<file path="config.mk">
export PLATFORM = sky130hd
export DESIGN_NAME = power_domain_switch_protector
export DESIGN_NICKNAME = d
export VERILOG_FILES = /design/src/hdl/pdsp_pkg.sv /design/src/hdl/power_domain_switch_protector.sv /design/src/hdl/pdsp_req_stage.sv /design/src/hdl/pdsp_state_core.sv /design/src/hdl/pdsp_rsp_stage.sv
export VERILOG_INCLUDE_DIRS = /design/src /design/src/hdl
export SDC_FILE = /design/constraint.sdc
export NUM_CORES = 1
export LEC_CHECK = 0
export BUFFER_PORTS_ARGS = -buffer_cell sky130_fd_sc_hd__clkbuf_2
export CAP_MARGIN = 20
export CORE_ASPECT_RATIO = 1.25
export CORE_MARGIN = 3
export CORE_UTILIZATION = 46
export CTS_BUF_LIST = sky130_fd_sc_hd__clkbuf_16
export CTS_CLUSTER_DIAMETER = 200
export DETAILED_ROUTE_END_ITERATION = 8
export SLEW_MARGIN = 20
export SYNTH_ARGS = -nofsm -noshare
export SYNTH_HDL_FRONTEND = slang
export SYNTH_SLANG_ARGS = --single-unit
</file>
<file path="constraint.sdc">
create_clock -name clk -period 12.8 [get_ports clk]
set_clock_uncertainty 0.15 [all_clocks]
set_input_delay 1.92 -clock clk [delete_from_list [all_inputs] [get_ports clk]]
set_output_delay 1.92 -clock clk [all_outputs]
set_load 0.01 [all_outputs]
</file>
<file path="src/hdl/assert_macros.svh">
// ----------------------------------------------------------------------------
// Assertion macros for the power-domain switch protector RTL.
// Both macros sample on clk; the first is disabled while rst_n is low.
// ----------------------------------------------------------------------------
`ifndef ASSERT_MACROS_SVH
`define ASSERT_MACROS_SVH

// Property checked only outside reset.
`define PDSP_ASSERT(label, prop, msg) \
    label: assert property (@(posedge clk) disable iff (!rst_n) prop) else $error(msg);

// Property checked at every edge, reset included.
`define PDSP_ASSERT_ALWAYS(label, prop, msg) \
    label: assert property (@(posedge clk) prop) else $error(msg);

`endif

</file>
<file path="src/hdl/pdsp_pkg.sv">
// ----------------------------------------------------------------------------
// pdsp_pkg
// Types, codes and constants shared by the power-domain switch protector.
// ----------------------------------------------------------------------------
package pdsp_pkg;

    localparam int DOMAIN_COUNT = 8;
    localparam int DOMAIN_W     = $clog2(DOMAIN_COUNT);
    localparam int CMD_W        = 3;
    localparam int DATA_W       = 16;
    localparam int MASK_W       = 8;

    localparam logic [DATA_W-1:0] UV_RESET_MV        = 16'd6000;
    localparam logic [DATA_W-1:0] LOW_DRAW_LIMIT_MA  = 16'd500;
    localparam logic [DATA_W-1:0] MED_DRAW_LIMIT_MA  = 16'd1500;
    localparam logic [DATA_W-1:0] HIGH_DRAW_LIMIT_MA = 16'd3000;
    localparam logic [DATA_W-1:0] TRIP_MAX           = '1;

    // Request kinds.
    typedef enum logic [1:0] {
        REQ_COMMAND   = 2'd0,
        REQ_CURRENT   = 2'd1,
        REQ_BATTERY   = 2'd2,
        REQ_THRESHOLD = 2'd3
    } req_type_t;

    // Domain command codes; code 7 has no name but is still recorded.
    typedef logic [CMD_W-1:0] cmd_t;
    localparam cmd_t CMD_NOCHANGE  = 3'd0;
    localparam cmd_t CMD_ENABLE    = 3'd1;
    localparam cmd_t CMD_DISABLE   = 3'd2;
    localparam cmd_t CMD_TOGGLE    = 3'd3;
    localparam cmd_t CMD_OCLATCH   = 3'd4;
    localparam cmd_t CMD_BATTLOW   = 3'd5;
    localparam cmd_t CMD_AUTOSTART = 3'd6;

    typedef struct packed {
        req_type_t           req_type;
        logic [DOMAIN_W-1:0] domain;
        cmd_t                command;
        logic [DATA_W-1:0]   value;
    } item_t;

    typedef struct packed {
        logic [MASK_W-1:0] switch_mask;
        logic [MASK_W-1:0] limited_mask;
        logic [DATA_W-1:0] trip_count;
        cmd_t              last_command;
        logic              shutdown_active;
    } result_t;

    // Overcurrent threshold each domain starts from, by load class.
    function automatic logic [DATA_W-1:0] default_threshold(input int unsigned idx);
        logic [DATA_W-1:0] thr;
        thr = LOW_DRAW_LIMIT_MA;
        if (idx == 1)
            thr = MED_DRAW_LIMIT_MA;
        else if (idx == 7)
            thr = HIGH_DRAW_LIMIT_MA;
        return thr;
    endfunction

endpackage

</file>
<file path="src/hdl/power_domain_switch_protector.sv">
// ----------------------------------------------------------------------------
// power_domain_switch_protector
// Eight power-domain switches with overcurrent latching, trip counting and
// undervoltage shutdown that always spares domain 0.
//
//   Channel   Handshake                 Payload
//   request   req_valid / req_stall     req_type, domain, command, value
//   result    rsp_valid / rsp_stall     switch_mask, limited_mask, trip_count,
//                                       last_command, shutdown_active
//   config    undervoltage_we           undervoltage_data
//
// One transaction per cycle sustained while the result is not stalled. A request
// accepted into the input register has its result loaded into the result
// register by the state update, and it can be taken from there. The state
// update is a single combinational pass per request.
// Reset is asynchronous; all domains come up off with class default limits.
// A stalled result holds the pipeline; req_stall rises only while both the
// input and result registers are full and the result is stalled.
// ----------------------------------------------------------------------------
module power_domain_switch_protector
    import pdsp_pkg::*;
(
    input  logic                clk,
    input  logic                rst_n,
    input  logic                undervoltage_we,
    input  logic [DATA_W-1:0]   undervoltage_data,
    input  logic                req_valid,
    output logic                req_stall,
    input  logic [1:0]          req_type,
    input  logic [DOMAIN_W-1:0] domain,
    input  cmd_t                command,
    input  logic [DATA_W-1:0]   value,
    output logic                rsp_valid,
    input  logic                rsp_stall,
    output logic [MASK_W-1:0]   switch_mask,
    output logic [MASK_W-1:0]   limited_mask,
    output logic [DATA_W-1:0]   trip_count,
    output cmd_t                last_command,
    output logic                shutdown_active
);

    logic    advance;
    logic    item_valid;
    item_t   item;
    result_t result;

    // Input register.
    pdsp_req_stage u_req_stage (
        .clk        (clk),
        .rst_n      (rst_n),
        .req_valid  (req_valid),
        .req_stall  (req_stall),
        .req_type   (req_type),
        .domain     (domain),
        .command    (command),
        .value      (value),
        .advance    (advance),
        .item_valid (item_valid),
        .item       (item)
    );

    // Domain state and update logic.
    pdsp_state_core u_state_core (
        .clk     (clk),
        .rst_n   (rst_n),
        .uv_we   (undervoltage_we),
        .uv_data (undervoltage_data),
        .fire    (advance),
        .item    (item),
        .result  (result)
    );

    // Result register.
    pdsp_rsp_stage u_rsp_stage (
        .clk             (clk),
        .rst_n           (rst_n),
        .item_valid      (item_valid),
        .result          (result),
        .advance         (advance),
        .rsp_valid       (rsp_valid),
        .rsp_stall       (rsp_stall),
        .switch_mask     (switch_mask),
        .limited_mask    (limited_mask),
        .trip_count      (trip_count),
        .last_command    (last_command),
        .shutdown_active (shutdown_active)
    );

endmodule

</file>
<file path="src/hdl/pdsp_req_stage.sv">
// ----------------------------------------------------------------------------
// pdsp_req_stage
// Input register: captures one request transaction and holds it until the
// processing stage moves it on.
// ----------------------------------------------------------------------------
module pdsp_req_stage
    import pdsp_pkg::*;
(
    input  logic                clk,
    input  logic                rst_n,
    input  logic                req_valid,
    output logic                req_stall,
    input  logic [1:0]          req_type,
    input  logic [DOMAIN_W-1:0] domain,
    input  cmd_t                command,
    input  logic [DATA_W-1:0]   value,
    input  logic                advance,
    output logic                item_valid,
    output item_t               item
);

    logic  valid_reg;
    logic  valid_next;
    item_t item_reg;
    logic  take;

    // The held item blocks new input only while it cannot move on.
    assign req_stall  = valid_reg && !advance;
    assign take       = req_valid && !req_stall;
    assign valid_next = take || (valid_reg && !advance);

    always_ff @(posedge clk or negedge rst_n)
    begin
        if (!rst_n)
        begin
            valid_reg <= 1'b0;
        end
        else
        begin
            valid_reg <= valid_next;
        end
    end

    // Payload register, loaded on each accepted transaction.
    always_ff @(posedge clk)
    begin
        if (take)
        begin
            item_reg <= '{req_type: req_type_t'(req_type), domain: domain,
                          command: command, value: value};
        end
    end

    assign item_valid = valid_reg;
    assign item       = item_reg;

endmodule

</file>
<file path="src/hdl/pdsp_state_core.sv">
// ----------------------------------------------------------------------------
// pdsp_state_core
// Domain state and the single-pass update applied to it for one request.
// The result reflects the state after the update.
// ----------------------------------------------------------------------------
`include "assert_macros.svh"

module pdsp_state_core
    import pdsp_pkg::*;
(
    input  logic              clk,
    input  logic              rst_n,
    input  logic              uv_we,
    input  logic [DATA_W-1:0] uv_data,
    input  logic              fire,
    input  item_t             item,
    output result_t           result
);

    logic [DATA_W-1:0]                    uv_reg;
    logic [DOMAIN_COUNT-1:0]              enable_reg,   enable_next;
    logic [DOMAIN_COUNT-1:0]              limited_reg,  limited_next;
    logic [DOMAIN_COUNT-1:0][DATA_W-1:0]  trip_reg,     trip_next;
    cmd_t [DOMAIN_COUNT-1:0]              cmd_reg,      cmd_next;
    logic [DOMAIN_COUNT-1:0][DATA_W-1:0]  thr_reg,      thr_next;
    logic [DATA_W-1:0]                    prev_mv_reg,  prev_mv_next;
    logic                                 shutdown_reg, shutdown_next;

    cmd_t                eff_cmd;
    logic [DOMAIN_W-1:0] d;
    logic                over_limit;
    logic                batt_low;

    assign d          = item.domain;
    assign over_limit = item.value >= thr_reg[d];
    assign batt_low   = (item.value <= uv_reg) && (prev_mv_reg <= uv_reg);

    // Latch-type commands fold onto disable and autostart onto enable.
    always_comb
    begin
        unique case (item.command)
            CMD_OCLATCH, CMD_BATTLOW: eff_cmd = CMD_DISABLE;
            CMD_AUTOSTART:            eff_cmd = CMD_ENABLE;
            default:                  eff_cmd = item.command;
        endcase
    end

    // Next state for the request being processed.
    always_comb
    begin
        enable_next   = enable_reg;
        limited_next  = limited_reg;
        trip_next     = trip_reg;
        cmd_next      = cmd_reg;
        thr_next      = thr_reg;
        prev_mv_next  = prev_mv_reg;
        shutdown_next = shutdown_reg;
        if (fire)
        begin
            unique case (item.req_type)
                REQ_COMMAND:
                begin
                    cmd_next[d] = item.command;
                    if (eff_cmd != CMD_NOCHANGE)
                    begin
                        if (eff_cmd == CMD_ENABLE)
                            enable_next[d] = 1'b1;
                        else if (eff_cmd == CMD_DISABLE)
                            enable_next[d] = 1'b0;
                        else if (eff_cmd == CMD_TOGGLE)
                            enable_next[d] = !enable_reg[d];
                        // An enabled domain loses its current-limited flag.
                        if (enable_next[d])
                            limited_next[d] = 1'b0;
                    end
                end
                REQ_CURRENT:
                begin
                    if (over_limit)
                    begin
                        cmd_next[d]    = CMD_OCLATCH;
                        enable_next[d] = 1'b0;
                        if (!limited_reg[d])
                        begin
                            limited_next[d] = 1'b1;
                            if (trip_reg[d] != TRIP_MAX)
                                trip_next[d] = trip_reg[d] + 1'b1;
                        end
                    end
                end
                REQ_BATTERY:
                begin
                    prev_mv_next  = item.value;
                    shutdown_next = batt_low;
                    // Entering shutdown drops every domain but domain 0.
                    if (batt_low && !shutdown_reg)
                    begin
                        for (int i = 1; i < DOMAIN_COUNT; i++)
                        begin
                            cmd_next[i]    = CMD_BATTLOW;
                            enable_next[i] = 1'b0;
                        end
                    end
                end
                REQ_THRESHOLD:
                begin
                    if (item.value != '0)
                        thr_next[d] = item.value;
                end
            endcase
        end
    end

    // Result as seen after the update.
    always_comb
    begin
        result.switch_mask     = MASK_W'(enable_next);
        result.limited_mask    = MASK_W'(limited_next);
        result.trip_count      = trip_next[d];
        result.last_command    = cmd_next[d];
        result.shutdown_active = shutdown_next;
    end

    // State registers and the undervoltage register.
    always_ff @(posedge clk or negedge rst_n)
    begin
        if (!rst_n)
        begin
            uv_reg       <= UV_RESET_MV;
            enable_reg   <= '0;
            limited_reg  <= '0;
            trip_reg     <= '0;
            cmd_reg      <= '0;
            prev_mv_reg  <= '0;
            shutdown_reg <= 1'b0;
            for (int i = 0; i < DOMAIN_COUNT; i++)
            begin
                thr_reg[i] <= default_threshold(i);
            end
        end
        else
        begin
            if (uv_we)
                uv_reg <= uv_data;
            enable_reg   <= enable_next;
            limited_reg  <= limited_next;
            trip_reg     <= trip_next;
            cmd_reg      <= cmd_next;
            thr_reg      <= thr_next;
            prev_mv_reg  <= prev_mv_next;
            shutdown_reg <= shutdown_next;
        end
    end

    // Domain 0 is never switched by a battery sample.
    `PDSP_ASSERT(a_domain0_spared, fire && item.req_type == REQ_BATTERY |=> enable_reg[0] == $past(enable_reg[0]), "battery sample changed domain 0")
    // Entering shutdown leaves only domain 0 possibly enabled.
    `PDSP_ASSERT(a_shutdown_entry, fire && item.req_type == REQ_BATTERY && batt_low && !shutdown_reg |=> enable_reg[DOMAIN_COUNT-1:1] == '0, "shutdown left a domain enabled")
    // Only a current sample can raise a current-limited flag.
    `PDSP_ASSERT(a_flag_source, !(fire && item.req_type == REQ_CURRENT) |=> (limited_reg & ~$past(limited_reg)) == '0, "limited flag set without a current sample")
    // Trip counters move only on current samples.
    `PDSP_ASSERT(a_trip_source, !(fire && item.req_type == REQ_CURRENT) |=> $stable(trip_reg), "trip counter changed without a current sample")

endmodule

</file>
<file path="src/hdl/pdsp_rsp_stage.sv">
// ----------------------------------------------------------------------------
// pdsp_rsp_stage
// Result register: holds one result transaction until the receiver takes it.
// ----------------------------------------------------------------------------
module pdsp_rsp_stage
    import pdsp_pkg::*;
(
    input  logic              clk,
    input  logic              rst_n,
    input  logic              item_valid,
    input  result_t           result,
    output logic              advance,
    output logic              rsp_valid,
    input  logic              rsp_stall,
    output logic [MASK_W-1:0] switch_mask,
    output logic [MASK_W-1:0] limited_mask,
    output logic [DATA_W-1:0] trip_count,
    output cmd_t              last_command,
    output logic              shutdown_active
);

    logic    valid_reg;
    result_t result_reg;

    // A new result may load when the register is empty or being emptied.
    assign advance = item_valid && (!valid_reg || !rsp_stall);

    always_ff @(posedge clk or negedge rst_n)
    begin
        if (!rst_n)
        begin
            valid_reg <= 1'b0;
        end
        else if (advance)
        begin
            valid_reg <= 1'b1;
        end
        else if (!rsp_stall)
        begin
            valid_reg <= 1'b0;
        end
    end

    always_ff @(posedge clk)
    begin
        if (advance)
        begin
            result_reg <= result;
        end
    end

    assign rsp_valid       = valid_reg;
    assign switch_mask     = result_reg.switch_mask;
    assign limited_mask    = result_reg.limited_mask;
    assign trip_count      = result_reg.trip_count;
    assign last_command    = result_reg.last_command;
    assign shutdown_active = result_reg.shutdown_active;

endmodule

</file>
==> flow_summary.toml <==
[status]
status = "complete, no violations"

[clock_tree]
clk_latency_ps = 580
cts.clk_slew.worst_paths_ps = 60
clock-sinks = 391
postCtsHoldBufs = 0
cts-htree-levels = 2
cts-buffers-inserted = 42
cts_tree = "yes"
cts_resized = 0
cts-root-buf = "clkbuf_16"
clockBufferDepth = 3
post_cts_buffers = 0

[pwr]
power.share.clock_pct = 34.1
vdd_drop_max_uv = 112
internal_power_mw = 2.42
seqPwrFrac_pct = 47.9
p_switching_mw = 0.980
power.leakage_nw = 9.59
swShare_pct = 28.8
power.density_mw_per_mm2 = 157
comb_power_share_pct = 18.0

[yosys]
yosysMostFrequentCell = "dfrtp_1"
async_flop_share_pct = 84.7
synth_ff_type = "dfrtp_1"
ys_warn_count = 0
syn_nets = 1733
ys_seq_area_share_pct = 52.2
syn_area_sq_mm = 0.0195
synth_commonest_cells = "dfrtp_1, mux2_2, nand2_1, o21ai_0, a21oi_1"
synth_cells = 1639
yosys_register_bits = 391
synth_edf_count = 60
synth_top_area_share_pct = 35.2
yosys-top-cells-area = "dfrtp_1, mux2_2, edfxtp_1, dfstp_2, ha_1"
synthDistinctLibCells = 83
yosysTopAreaCell = "dfrtp_1"
syn_area_per_cell_sq_um = 11.9

[floorplanning]
io_pins = 83
initial_core_util_pct = 47.0
rows = 83
core_area_sq_mm = 0.0414
die_y_microns = 236
die_w_microns = 190
fp.dieArea_sq_mm = 0.0448

[grt]
antenna_found_initial = 0
first_global_vias = 14500
grt_use_total_pct = 24.1
grt_overflow = 0
grt_start_max_net_pins = 107
grt_pass1_wl_mm = 84.5

[placement]
port-buffer-count = 82
pre_cts_ws_ps = 5740
gp_congestion = 0.875
post-dp-hpwl_mm = 35.0

[setup_path]
crit_required_ps = 12960
cp_common_cell = "buf_4"
path_max_fanout = 40
path_cells = "buf_4 -> clkinv_1 -> buf_4 -> nor3_2 -> buf_4 -> a22oi_1 -> and3_1 -> ha_1 -> and4_1 -> o211a_1 -> a221oi_1 -> a211oi_1 -> and2_1 -> nand2_1 -> nand2b_1 -> a21oi_1 -> or4_1"
crit_path_start_kind = "flop"
cpMaxStageDelayCell = "nand2_1"
crit_buf_inv = 4
crit_family = "simple AND/OR/NAND/NOR gates"
critical_path_arrival_ps = 7170
timing.rr.start = "u_req_stage.item[19]"
worstSetupEndpointType = "flop"
worst-setup-path-type = "flop to flop"
critical_path.max_stage_delay_ps = 730
worstSetupStartpoint = "u_req_stage.item[19]"

[routing]
wire_per_inst_microns = 23.9
vias_per_cell = 6.12
drt-initial-drc-count = 1005
ant_nets = 0
wirelength_mm = 54.3
dr.pass1.iters = 5
num_vias = 13900
drcViolationCount = 0

[final_layout]
utilization_pct = 52.2
area_growth_pct = 11.1
final_nets = 1782
drive_gt1_share_pct = 31.2

[sta]
worstMarginPinSlew_ps = 1060
setup_ws_ps = 5790
drv_slew = 0
setup_viol = 0
clock.fmax_mhz = 143
fin_setup_tns_ps = 0
hold_violations = 0
min_period_ps = 7010
relSlewSlack_pct = 29.0
rsz0062_at_grt = "no"
fin_crit_sh_pct = 54.8

[flow_run]
cap_violations = 0

[worst_hold_path]
hold_path.startpoint = "u_req_stage.item_valid"
min_path_type = "flop to flop"
## path summary, 6_finish.rpt
kind                                        endpoint  slack (ps)  cells past startpoint
hold reg to reg                u_rsp_stage.rsp_valid         320                      1
min in group asynchronous  u_state_core.trip_reg[40]        1190                      1
setup / recovery           u_rsp_stage.trip_count[2]        5790                     17
setup reg to reg           u_rsp_stage.trip_count[2]        5790                     17
hold / removal                 u_rsp_stage.rsp_valid         320                      1
max in group asynchronous  u_state_core.thr_reg[108]        8750                      3
## cell families after synthesis
| logic type | count (synthesis) | share of synthesized area, % |
|---|---|---|
| compound gates | 409 | 13.6 |
| flops | 391 | 52.2 |
| mux | 323 | 19.6 |
| simple gates | 314 | 7.64 |
| buf+inv | 137 | 3.14 |
| fa+ha+maj | 49 | 3.15 |
| xor+xnor | 16 | 0.720 |
## layer usage
layer	routed length (microns)	track usage, %	up-vias
li1	-	-	6218
met1	21500	29.7	7010
met2	27400	42.1	531
met3	2880	3.17	164
met4	2540	11.0	0
met5	0	0	-
## power by group through the flow
stage	combinational [mW]	sequential, mW	clock (mW)
2_1_floorplan	0.431	1.60	0
3_3_place_gp	0.594	1.64	0
3_5_place_dp	0.609	1.65	0
4_1_cts	0.614	1.63	1.19
5_1_grt	0.679	1.65	1.23
6_report	0.612	1.63	1.16
## per-stage QoR
stage	hold slack (ps)	power (mW)	instance area (sq um)	std cells
detailed placement	308	2.26	20300	2196
global route	344	3.56	21600	2274
CTS	329	3.43	21600	2274
global placement	309	2.24	20300	2196
floorplan	290	2.03	19500	1639
finish	320	3.40	21600	2275
## cell type report
| cell class | instances | area (sq um) |
|---|---|---|
| Inverter | 32 | 120 |
| Clock inverter | 35 | 216 |
| Fill cell | 3637 | 19800 |
| Timing Repair Buffer | 110 | 643 |
| Sequential cell | 391 | 10200 |
| Multi-Input combinational cell | 1111 | 8730 |
| Tap cell | 552 | 691 |
| Clock buffer | 43 | 1080 |
| Antenna cell | 1 | 2.50 |
## placed cells by master (no fill, tap or decap), drive strengths merged, types with 6 or more instances in the layout
| master | Yosys | routed |
|---|---|---|
| a22oi | 48 | 48 |
| clkbuf | 61 | 124 |
| a221o | 9 | 9 |
| buf | 44 | 29 |
| a21o | 6 | 6 |
| a22o | 15 | 15 |
| mux2i | 37 | 37 |
| clkinv | 2 | 23 |
| dfrtp | 274 | 274 |
| nand4 | 8 | 8 |
| ha | 49 | 49 |
| mux4 | 20 | 20 |
| edfxtp | 60 | 60 |
| a211oi | 14 | 14 |
| o22ai | 10 | 10 |
| and4 | 7 | 7 |
| nor3 | 15 | 15 |
| mux2 | 266 | 266 |
| a221oi | 13 | 13 |
| and3 | 12 | 12 |
| nor4 | 9 | 9 |
| a21boi | 6 | 6 |
| nor2b | 11 | 11 |
| inv | 30 | 42 |
| a31oi | 13 | 13 |
| o21ai | 110 | 110 |
| xnor2 | 12 | 12 |
| a21oi | 103 | 103 |
| nand3 | 23 | 23 |
| dfstp | 57 | 57 |
| nor2 | 73 | 73 |
| o211ai | 13 | 13 |
| nand2 | 133 | 133 |
Note: power is estimated with default switching activity, not from simulation.
